**config.mk**
```make
export PLATFORM = sky130hd
export DESIGN_NAME = tbrl_fifo
export DESIGN_NICKNAME = d
export VERILOG_FILES = /design/src/tbrl_fifo.sv
export SDC_FILE = /design/constraint.sdc
export NUM_CORES = 1
export LEC_CHECK = 0
export ABC_AREA = 1
export ABC_CLOCK_PERIOD_IN_PS = 1600
export BUFFER_PORTS_ARGS = -buffer_cell sky130_fd_sc_hd__clkbuf_2
export CORE_AREA = 2 2 39 41
export DETAILED_ROUTE_END_ITERATION = 8
export DIE_AREA = 0 0 41 43
export GPL_TIMING_DRIVEN = 1
export SLEW_MARGIN = 5
export SYNTH_ARGS = -nofsm -noshare
export SYNTH_HDL_FRONTEND = slang
export SYNTH_SLANG_ARGS = --single-unit
```
**constraint.sdc**
```tcl
create_clock -name clk -period 1.6 [get_ports clk]
set_input_delay 0.32 -clock clk [delete_from_list [all_inputs] [get_ports clk]]
set_output_delay 0.32 -clock clk [all_outputs]
set_load 0.01 [all_outputs]
```
**src/tbrl_fifo.sv**
```systemverilog
// small register queue used between front, back and result port
module tbrl_fifo #(
  parameter int WIDTH = 1,
  parameter int DEPTH = 2
) (
  input  logic             clk,
  input  logic             rst_n,
  input  logic             push,
  input  logic [WIDTH-1:0] wdata,
  output logic             full,
  input  logic             pop,
  output logic [WIDTH-1:0] rdata,
  output logic             empty
);

  localparam int PTR_W = (DEPTH > 1) ? $clog2(DEPTH) : 1;
  localparam int CNT_W = $clog2(DEPTH + 1);

  logic [WIDTH-1:0] mem_r [DEPTH];
  logic [PTR_W-1:0] wr_ptr_r, wr_ptr_nxt;
  logic [PTR_W-1:0] rd_ptr_r, rd_ptr_nxt;
  logic [CNT_W-1:0] count_r, count_nxt;
  logic             do_push, do_pop;

  assign full    = (count_r == CNT_W'(DEPTH));
  assign empty   = (count_r == '0);
  assign do_push = push && !full;
  assign do_pop  = pop && !empty;
  assign rdata   = mem_r[rd_ptr_r];

  // pointer wrap and fill count
  always_comb begin
    wr_ptr_nxt = wr_ptr_r;
    rd_ptr_nxt = rd_ptr_r;
    count_nxt  = count_r;
    if (do_push) begin
      wr_ptr_nxt = (wr_ptr_r == PTR_W'(DEPTH - 1)) ? '0 : wr_ptr_r + 1'b1;
    end
    if (do_pop) begin
      rd_ptr_nxt = (rd_ptr_r == PTR_W'(DEPTH - 1)) ? '0 : rd_ptr_r + 1'b1;
    end
    case ({do_push, do_pop})
      2'b10:   count_nxt = count_r + 1'b1;
      2'b01:   count_nxt = count_r - 1'b1;
      default: count_nxt = count_r;
    endcase
  end

  always_ff @(posedge clk) begin
    if (!rst_n) begin
      wr_ptr_r <= '0;
      rd_ptr_r <= '0;
      count_r  <= '0;
    end else begin
      wr_ptr_r <= wr_ptr_nxt;
      rd_ptr_r <= rd_ptr_nxt;
      count_r  <= count_nxt;
    end
  end

  // storage, no reset
  always_ff @(posedge clk) begin
    if (do_push) begin
      mem_r[wr_ptr_r] <= wdata;
    end
  end

  a_count_bound: assert property (@(posedge clk) disable iff (!rst_n)
    count_r <= CNT_W'(DEPTH))
    else $error("fifo count above depth");

  a_pop_drains: assert property (@(posedge clk) disable iff (!rst_n)
    (do_pop && !do_push) |=> (count_r == $past(count_r) - 1'b1))
    else $error("fifo pop did not lower the count");

endmodule

```
==> out/metrics.yaml <==
worst_setup_path:
  crit_fanout: 4
  critPathRequiredTime_ns: 1.79
  critPathCaptureType: "flop"
  worst-setup-path-type: "flop to flop"
  crit_path_start_kind: "flop"
  arrival_ns: 1.57
clocking:
  cts_buffers: 3
  cts_hold_buf: 0
  clk_pin_slew_ns: 0.05
  clock-sinks: 7
  cts_tree: "yes"
  clockBufferDepth: 2
  clockRootBuffer: "clkbuf_4"
  cts_max_level: 1
  cts-resized-gates: 0
  worstSkewPairLatency_ns: 0.25
  cts_setup_buffers: 0
sta:
  slew_viol_final: 0
  fmax_mhz: 727
  tightest_slew_ns: 0.168
  slew_headroom: 0.888
  fin_tns_setup_ns: 0
  fin_skew_ns: 0.00353
  setup_slack_ns: 0.225
  layout_min_cycle_time_ns: 1.37
  finalHoldViolCount: 0
  min_period_over_period: 0.859
  setup_viol: 0
  whs_ns: 0.266
  rsz0062_at_grt: "no"
routing:
  vias_per_cell: 4.17
  wl_per_cell_um: 7.40
  routed_wirelength_um: 518
  ant_nets: 0
  vias: 292
  drt_pass1_iterations: 4
  first_iter_violations: 1
  drc: 0
synthesis:
  syn-num-nets: 49
  syn_inst: 43
  yosysUniqueCellTypes: 15
  syn_area_um2: 335
  ys_seq_area_frac: 0.478
  avgSynthCellArea_um2: 7.80
  yosys_register_bits: 7
  yosys_warnings: 0
cells_and_area:
  nets: 61
  antenna_cells: 0
  drive_gt1_frac: 0.333
  fillCellCount: 159
  areaGrowthSynthToFinish_pct: 24.3
  final_core_util: 0.301
  multiInputGateArea_um2: 141
  regArea_um2: 160
power_and_ir_drop:
  power.density_nw_per_um2: 1470
  p_leak_nw: 0.211
  power.total_w: 0.000613
  ir_drop_v: 0.000619
die:
  dieArea_um2: 1760
  dieHeight_um: 43
  rows: 14
  initial_utilization: 0.242
  die_w_um: 41
  coreArea_um2: 1380
  io_pins: 8
status:
  status: "finished, final reports clean"
flow_run:
  max_cap_viol_count: 0
min_path:
  min_path_type: "primary input to flop"
grt:
  grt_pass1_vias: 275
  grt_max_degree: 5
  track_usage: 0.0877
  grt_pass1_wl_um: 986
  grt.overflow.total: 0
  antenna_found_initial: 0
place:
  portBuffers: 7
  routabilityCongestion: 0.695
  place_ws_ns: 0.213
  place.detailed.hpwl_um: 459
[worst max-delay path: stages, from the launching register on]
cell	delay [ns]
dfxtp_1	0.40
nor2_2	0.07
nor2_2	0.11
inv_1	0.07
ha_1	0.32
inv_1	0.08
nand2_1	0.05
nor2_1	0.08
nor2_1	0.04
nor2_1	0.09
[power by group]
group	internal [W]	leakage [nW]	switching, W
registers	0.000221	0.0601	0.0000256
clock network	0.0000950	0.0150	0.0000629
logic	0.0000839	0.136	0.000125
total	0.000400	0.211	0.000213
[cells in the mapped netlist]
cell type,n,area (µm²)
nor2_4,1,11.3
inv_1,7,26.3
nand2_2,1,6.26
dfxtp_1,5,100
nor2_1,9,33.8
nand3_1,1,5.00
nor2_2,3,18.8
a21oi_1,1,5.00
nand4_1,1,6.26
ha_1,1,12.5
inv_2,2,7.51
edfxtp_1,2,60.1
mux2_2,1,11.3
nand2_1,7,26.3
o21ai_0,1,5.00
[cell usage in the layout, fill, tap and decap left out]
cell type and n:
nor2_2 3, nor2_1 9, inv_2 2, ha_1 1, o21ai_0 1, inv_1 7, a21oi_1 1, nand4_1 1
clkbuf_2 7, nand2_1 7, nand2_2 1, clkbuf_1 1, edfxtp_1 2, clkbuf_4 3, mux2_2 1, dfxtp_1 5
nor2_4 1, nand3_1 1
[worst paths after layout]
check	cells after the start	slack [ns]	from	endpoint
setup / recovery	9	0.23	count_r[0]	count_r[1]
hold / removal	1	0.27	wdata	mem_r[1]
setup reg to reg	9	0.23	count_r[0]	count_r[1]
hold reg to reg	2	0.50	rd_ptr_r	flop
[through the flow]
stage,instances,area [µm²]
CTS,70,417
detailed placement,66,390
finish,70,417
global route,70,417
global placement,66,390
floorplan,43,335
[per-layer routing]
layer,GRT usage,share of wire
met1,0.0847,0.38
met2,0.134,0.54
met3,0.0628,0.081
met4,0.0400,0
met5,0,0
[cell type report]
cell class / count / share of cell area
Clock buffer: 4 / 0.0631
Inverter: 9 / 0.0811
Multi-Input combinational cell: 27 / 0.339
Sequential cell: 7 / 0.384
Tap cell: 16 / 0.0480
Timing Repair Buffer: 7 / 0.0841
[kinds of logic after synthesis]
logic type	share of synthesized area
AND/OR/NAND/NOR	0.321
buffers and inverters	0.101
flip-flops	0.478
AO/OA/AOI/OAI	0.0298
multiplexers	0.0336
adder cells (fa/ha/maj)	0.0373
No activity file was read; power rests on OpenSTA's default activity.
