### config.mk
export PLATFORM = sky130hd
export DESIGN_NAME = tbrl_front
export DESIGN_NICKNAME = d
export VERILOG_FILES = /design/src/tbrl_pkg.sv /design/src/tbrl_front.sv
export SDC_FILE = /design/constraint.sdc
export NUM_CORES = 1
export LEC_CHECK = 0
export BUFFER_PORTS_ARGS = -buffer_cell sky130_fd_sc_hd__buf_4
export CELL_PAD_IN_SITES_DETAIL_PLACEMENT = 0
export CELL_PAD_IN_SITES_GLOBAL_PLACEMENT = 1
export CORE_MARGIN = 2
export CORE_UTILIZATION = 39
export CTS_CLUSTER_SIZE = 25
export DETAILED_ROUTE_END_ITERATION = 8
export GPL_ROUTABILITY_DRIVEN = 0
export PLACE_DENSITY_LB_ADDON = 0.08
export RECOVER_POWER = 100
export SETUP_SLACK_MARGIN = 0.15
export SLEW_MARGIN = 20
export SYNTH_ARGS = -nofsm -noshare
export SYNTH_HDL_FRONTEND = slang
export SYNTH_SLANG_ARGS = --single-unit
### constraint.sdc
create_clock -name clk -period 5.25 [get_ports clk]
set_input_delay 0 -clock clk [delete_from_list [all_inputs] [get_ports clk]]
set_output_delay 0 -clock clk [all_outputs]
set_load 0.1 [all_outputs]
### src/tbrl_pkg.sv
// shared types and constants of the token bucket rate limiter
package tbrl_pkg;

  localparam int TIME_W  = 48;
  localparam int BYTES_W = 16;
  localparam int RATE_W  = 32;
  localparam int WAIT_W  = 32;
  localparam int LEVEL_W = 64;
  localparam int HALF_W  = 24;              // elapsed time is multiplied in two halves
  localparam int PROD_W  = HALF_W + RATE_W; // one partial product
  localparam int ACC_W   = 82;              // level plus full growth, signed
  localparam int CAP_W   = 42;              // rate times one thousand
  localparam int DEBIT_W = 26;              // byte count times one thousand
  localparam int MILLI   = 1000;

  // what the back end has to do with one word
  typedef enum logic [1:0] {
    KIND_PASS,
    KIND_RESTART,
    KIND_RUN
  } kind_t;

  typedef struct packed {
    kind_t               kind;
    logic [TIME_W-1:0]   elapsed;
    logic [BYTES_W-1:0]  byte_count;
  } cmd_t;

  typedef struct packed {
    logic [WAIT_W-1:0] wait_ms;
    logic              throttled;
  } result_t;

  typedef enum logic [3:0] {
    ST_IDLE,
    ST_MUL_LO,
    ST_MUL_HI,
    ST_ACC,
    ST_CAP,
    ST_SUB,
    ST_DIV_CHK,
    ST_DIV,
    ST_OUT
  } bstate_t;

endpackage

### src/tbrl_front.sv
// front end: takes input words, tracks the last time and classifies each word
module tbrl_front (
  input  logic                         clk,
  input  logic                         rst_n,
  input  logic                         in_push,
  output logic                         in_full,
  input  logic                         in_restart,
  input  logic [tbrl_pkg::TIME_W-1:0]  in_now_ms,
  input  logic [tbrl_pkg::BYTES_W-1:0] in_byte_count,
  input  logic [tbrl_pkg::RATE_W-1:0]  rate,
  output logic                         cmd_push,
  output tbrl_pkg::cmd_t               cmd_data,
  input  logic                         cmd_full
);

  logic [tbrl_pkg::TIME_W-1:0] last_time_r, last_time_nxt;
  logic                        accept;

  assign in_full  = cmd_full;
  assign accept   = in_push && !cmd_full;
  assign cmd_push = accept;

  // classify: restart, record time only, or full bucket update
  always_comb begin
    cmd_data.elapsed    = in_now_ms - last_time_r;
    cmd_data.byte_count = in_byte_count;
    if (in_restart) begin
      cmd_data.kind = tbrl_pkg::KIND_RESTART;
    end else if (rate == '0 || last_time_r == '0 || in_now_ms <= last_time_r) begin
      cmd_data.kind = tbrl_pkg::KIND_PASS;
    end else begin
      cmd_data.kind = tbrl_pkg::KIND_RUN;
    end
    last_time_nxt = accept ? in_now_ms : last_time_r;
  end

  always_ff @(posedge clk) begin
    if (!rst_n) begin
      last_time_r <= '0;
    end else begin
      last_time_r <= last_time_nxt;
    end
  end

endmodule

==> results of run 1 <==
routing by layer:
| metal | vias to the layer above | wire, um | track usage |
|---|---|---|---|
| li1 | 2786 | - | - |
| met1 | 2532 | 7250 | 0.301 |
| met2 | 189 | 7740 | 0.390 |
| met3 | 22 | 1050 | 0.0412 |
| met4 | 0 | 272 | 0.0625 |
| met5 | - | 0 | 0 |
cell families (layout without fill, tap and decap cells):
group                    count (synthesis)  count (layout)  share of synthesized area
AO/OA/AOI/OAI                          212             212                      0.286
XOR/XNOR                                40              40                     0.0678
adder cells (fa/ha/maj)                 49              49                      0.120
buffers and inverters                  118             260                      0.104
flip-flops                              48              48                      0.186
multiplexers                             1               1                    0.00194
AND/OR/NAND/NOR                        255             255                      0.235
power by group:
group / internal [uW] / leakage [uW] / switching, uW
Sequential: 381 / 0.000392 / 13.7
Clock: 191 / 0.0000712 / 150
Combinational: 270 / 0.00218 / 902
Total: 842 / 0.00264 / 1070
final cells by class:
class / instances / share of cell area
repair buffers: 186 / 0.203
inverters: 66 / 0.0377
well taps: 176 / 0.0335
multi-input cells: 557 / 0.557
flip-flops and latches: 48 / 0.146
clock buffers: 8 / 0.0223
cells in the mapped netlist, types with 2 or more instances:
cell and count:
o211ai_2 2, a21oi_1 52, o31ai_1 3, clkbuf_1 18, a311oi_1 2, o31ai_4 2, nor4_1 21, o21ai_1 8
ha_1 48, nor3_2 3, nand3_1 6, nor3_1 10, nand2_1 136, dfxtp_1 48, nor2_1 32, o21ai_0 19
inv_1 66, o21a_1 7, buf_4 19, buf_2 11, a21o_1 26, a31o_1 3, xor2_1 16, o211ai_1 2
nand4_1 22, and2_1 2, and3_1 2, xnor2_1 24, buf_1 3, a211oi_2 2, a31oi_1 7, a21boi_0 49
nand2b_1 4, o21bai_1 12, nor2b_1 3
through the flow:
step / cell area (sq um) / util
after CTS: 6760 / 0.517
after global placement: 6130 / 0.469
after detailed placement: 6130 / 0.469
final: 6560 / 0.502
after global routing: 6560 / 0.502
after floorplan: 5170 / -
critical path: stages, from the launching register on:
cell,delay [ns]
dfxtp_1,0.39
inv_1,0.06
ha_1,0.30
nor2b_1,0.14
o21ai_0,0.11
a21boi_0,0.39
o21a_1,0.30
o211ai_1,0.16
a2111oi_0,0.58
a211o_1,0.17
a21oi_1,0.07
xnor2_1,0.16
clkbuf_1,0.89
path summary, 6_finish.rpt:
path | from | end | slack [ns] | cells past startpoint
worst max-delay path | last_time_r[1] | cmd_data[63] | 1.22 | 12
worst min-delay path | in_byte_count[4] | cmd_data[4] | 0.00003 | 0
worst max register to register | last_time_r[18] | last_time_r[18] | 4.48 | 2
worst min register to register | last_time_r[43] | last_time_r[43] | 0.48 | 2
==> out/results.txt, run 1 <==
status = complete, but fails checks
failing checks = max-capacitance violations, max-slew violations
DRC viols = 0
Worst setup EP type = output pin
area leader, netlist = dfxtp_1
vias per inst = 5.31
DR iter-0 viols = 249
IO Pins = 169
VDD IR-drop max = 0.163 mV
n_diodes = 0
hold buffer count at CTS = 48
Syn Std Cell Area = 5170 sq um
Setup WS pre-CTS = 2.16 ns
unrepaired setup endpoints after global routing = no
Num CTS Buffers = 5
Syn Area/Cell = 7.15 sq um
WP data required = 5.25 ns
Horiz. Die Dim = 119 um
Post-synth EDFFs = 0
# port buffers = 136
Detail Placement HPWL = 13,000 um
clock root buffer = clkbuf_16
Leak Pwr = 0.00264 uW
Initial Utilization = 0.395
worst skew pair latency = 0.30 ns
CTS clk-pin slew, worst paths = 0.06 ns
H-tree levels = 2
share of layout cells above drive strength 1 = 0.133
TritonCTS clock tree = built
syn_nets = 873
max FFs per register = 48
placed insts = 985
Largest regs = last_time_r x48
Reg with most FFs = last_time_r
grt ovf = 0
initial antenna violation count = 0
sequential area share after synthesis = 0.186
clk buf depth = 2
most frequent cells in the layout = 136 x nand2_1, 88 x buf_4, 66 x inv_1
Cell Pwr Density = 291 nW/um^2
top cells by area, synth = dfxtp_1 19%, ha_1 12%, nand2_1 9.9%, a21boi_0 7.1%, a21oi_1 5.0%
DRT Pass-1 Iters = 4
area share of the largest cell type after synthesis = 0.186
hold_ws = 0.0000336 ns
per-cell routed wire length = 15.7 um
Ys Warns = 0
Final Hold Viols = 0
non-filler instance count after layout = 1,041
most common cell after layout, fill and taps aside = nand2_1
Sequential Area = 961 sq um
#FFs+latches synth = 48
worst setup margin = 1.22 ns
number of global-route vias before repair = 5,425
Multi-input gate area = 3660 sq um
final wirelength = 16,300 um
ANT nets after route = 0
Syn Inst Count = 723
FMAX = 0.248 GHz
max-slew violations = 50
Tcrit/Tclk final = 0.767
clk sinks = 48
Slew @ Worst Pin = 2.47 ns
Core ar. = 13,100 sq um
Max FO, Critical Path = 5
Area growth, synth to finish = 27.1%
all-layer global routing usage = 0.230
Arrival @ worst endpoint = 4.03 ns
Yosys cell types = 68
die area = 14,200 sq um
die height = 119 um
ys async rst share = 0
Tot Pwr = 1910 uW
max cap viols = 1
post-CTS sizing = 0
Post-CTS Setup Bufs = 0
Final #Nets = 1,014
first-pass GRT wire length = 26,400 um
Top FF cell, synth = dfxtp_1
number of fill cells = 1,344
CP Launch Type = flop
Setup Skew = 0 ns
crit path time final = 4.03 ns
Setup TNS = 0 ns
Setup CP Type = reg -> out
pin count of the biggest net entering global routing = 50
via count = 5,529
slew margin rel. = -0.648
hold crit path type = in -> out
row cnt = 42
Setup-failing EPs final = 0
Power figures use the tool's default switching activity.
==> run 2: changes to the inputs <==
--- a/config.mk
+++ b/config.mk
@@ -9,7 +9,7 @@
 export CELL_PAD_IN_SITES_DETAIL_PLACEMENT = 0
 export CELL_PAD_IN_SITES_GLOBAL_PLACEMENT = 1
 export CORE_MARGIN = 2
-export CORE_UTILIZATION = 39
+export CORE_UTILIZATION = 37
 export CTS_CLUSTER_SIZE = 25
 export DETAILED_ROUTE_END_ITERATION = 8
 export GPL_ROUTABILITY_DRIVEN = 0
==> constraint.sdc (replaced) <==
create_clock -name clk -period 4.03 [get_ports clk]
set_input_delay 0 -clock clk [delete_from_list [all_inputs] [get_ports clk]]
set_output_delay 0 -clock clk [all_outputs]
set_load 0.1 [all_outputs]
==> run 2 against run 1 <==
Effect of this change:
- the run now ends clean
- critical path type is now in -> out
- clock power up 35%
- count of clock-buffer cells in the layout shrank 1
- critical path depth up 3
- highest routed layer unchanged
- via count is 1.5% lower
- global-route usage fell by 0.82 points
- largest power group unchanged
- total power grew 32%
- final cell count increased by 0.29%
==> out/results.txt, run 2 (same netlist as run 1, synthesis figures left out) <==
status = complete, no violations
row cnt = 43
end of the worst register-to-register path = last_time_r[47]
Worst setup EP type = output pin
Setup CP Type = in -> out
Arrival @ worst endpoint = 3.74 ns
Cell Pwr Density = 380 nW/um^2
non-filler instance count after layout = 1,044
Reg with most FFs = last_time_r
Post-CTS Setup Bufs = 0
H-tree levels = 2
Num CTS Buffers = 5
most frequent cells in the layout = 136 x nand2_1, 87 x buf_4, 66 x inv_1
Setup WS pre-CTS = 0.875 ns
n_diodes = 0
Horiz. Die Dim = 122 um
Detail Placement HPWL = 12,900 um
max FFs per register = 48
slew margin rel. = 0.146
Setup Skew = 0 ns
via count = 5,446
Area growth, synth to finish = 28.1%
first-pass GRT wire length = 26,200 um
Initial Utilization = 0.375
Largest regs = last_time_r x48
worst skew pair latency = 0.30 ns
per-cell routed wire length = 15.7 um
Setup-failing EPs final = 0
share of layout cells above drive strength 1 = 0.163
Tcrit/Tclk final = 0.929
hold crit path type = in -> out
initial antenna violation count = 0
TritonCTS clock tree = built
number of global-route vias before repair = 5,284
vias per inst = 5.22
Final #Nets = 1,014
Sequential Area = 961 sq um
ANT nets after route = 0
clk buf depth = 2
Core ar. = 13,800 sq um
WP data required = 4.03 ns
DR iter-0 viols = 277
all-layer global routing usage = 0.222
pin count of the biggest net entering global routing = 50
# port buffers = 136
worst setup margin = 0.285 ns
Util after Layout = 0.480
cells on worst reg2reg path = 2
CP Launch Point = in_now_ms[0]
die area = 14,900 sq um
Multi-input gate area = 3670 sq um
unrepaired setup endpoints after global routing = no
worst setup path end = cmd_data[65]
Slew @ Worst Pin = 1.28 ns
max cap viols = 0
Final Hold Viols = 0
hold_ws = 0.0000386 ns
crit path time final = 3.74 ns
clock root buffer = clkbuf_16
die height = 122 um
VDD IR-drop max = 0.164 mV
max-slew violations = 0
FMAX = 0.267 GHz
grt ovf = 0
final wirelength = 16,400 um
placed insts = 989
flop2flop setup slack = 3.32 ns
clk sinks = 48
number of fill cells = 1,471
Max FO, Critical Path = 5
DRT Pass-1 Iters = 5
worst r2r src = last_time_r[47]
Setup TNS = 0 ns
Leak Pwr = 0.00272 uW
DRC viols = 0
IO Pins = 169
most common cell after layout, fill and taps aside = nand2_1
CP Launch Type = input pin
-- run 2: cell types whose count changed in the layout (fill, tap and decap cells not counted), sizes merged --
| cell | before | now |
|---|---|---|
| buf | 88 | 87 |
-- run 2: power by group --
group	switching (uW)	internal [uW]
Sequential	18.3	496
Combinational	1180	365
Clock	199	261
-- run 2: through the flow --
stage / area (sq um) / power [uW]
after floorplan: 5170 / 1810
after global placement: 6150 / 2100
after detailed placement: 6150 / 2100
after CTS: 6780 / 2610
after global routing: 6620 / 2640
final: 6620 / 2520
-- run 2: layout make-up --
class                           count  share of cell area
Multi-Input combinational cell    557               0.554
Tap cell                          180              0.0340
Clock buffer                        7              0.0231
Timing Repair Buffer              186               0.206
Inverter                           66              0.0374
Sequential cell                    48               0.145
-- run 2: repair_timing --
action | in CTS | in global routing
hold buffers | 48 | 0
endpoints found under the setup margin | 0 | 0
resized for setup | 0 | 0
hold endpoints to repair | 48 | 0
-- run 2: layer usage --
metal / track usage / vias to the layer above / share of wire
met3: 0.0286 / 25 / 0.046
met1: 0.288 / 2479 / 0.47
li1: - / 2781 / -
met5: 0 / - / 0
met2: 0.381 / 161 / 0.47
met4: 0.0704 / 0 / 0.017
-- run 2: worst min path at each step --
stage,startpoint,end,slack [ns],depth (start not counted)
finish,in_byte_count[13],cmd_data[13],0.00004,0
global route,in_byte_count[0],cmd_data[0],0.0002,0
CTS,in_byte_count[2],cmd_data[2],0.0007,0
detailed placement,in_byte_count[2],cmd_data[2],0.0007,0
global placement,in_byte_count[2],cmd_data[2],0.0007,0
floorplan,in_now_ms[10],last_time_r[10],0.14,2
-- run 2: worst max-delay path, stage by stage --
cell and delay [ns]:
dlygate4sd3_1 0.52, buf_4 0.10, inv_1 0.03, ha_1 0.21
fa_1 0.44, nor2b_4 0.16, o31ai_4 0.07, a21oi_2 0.20
o21ai_1 0.09, nand2b_2 0.12, a41oi_2 0.23, o31ai_2 0.71
a221oi_1 0.21, nor2_1 0.15, clkbuf_2 0.48
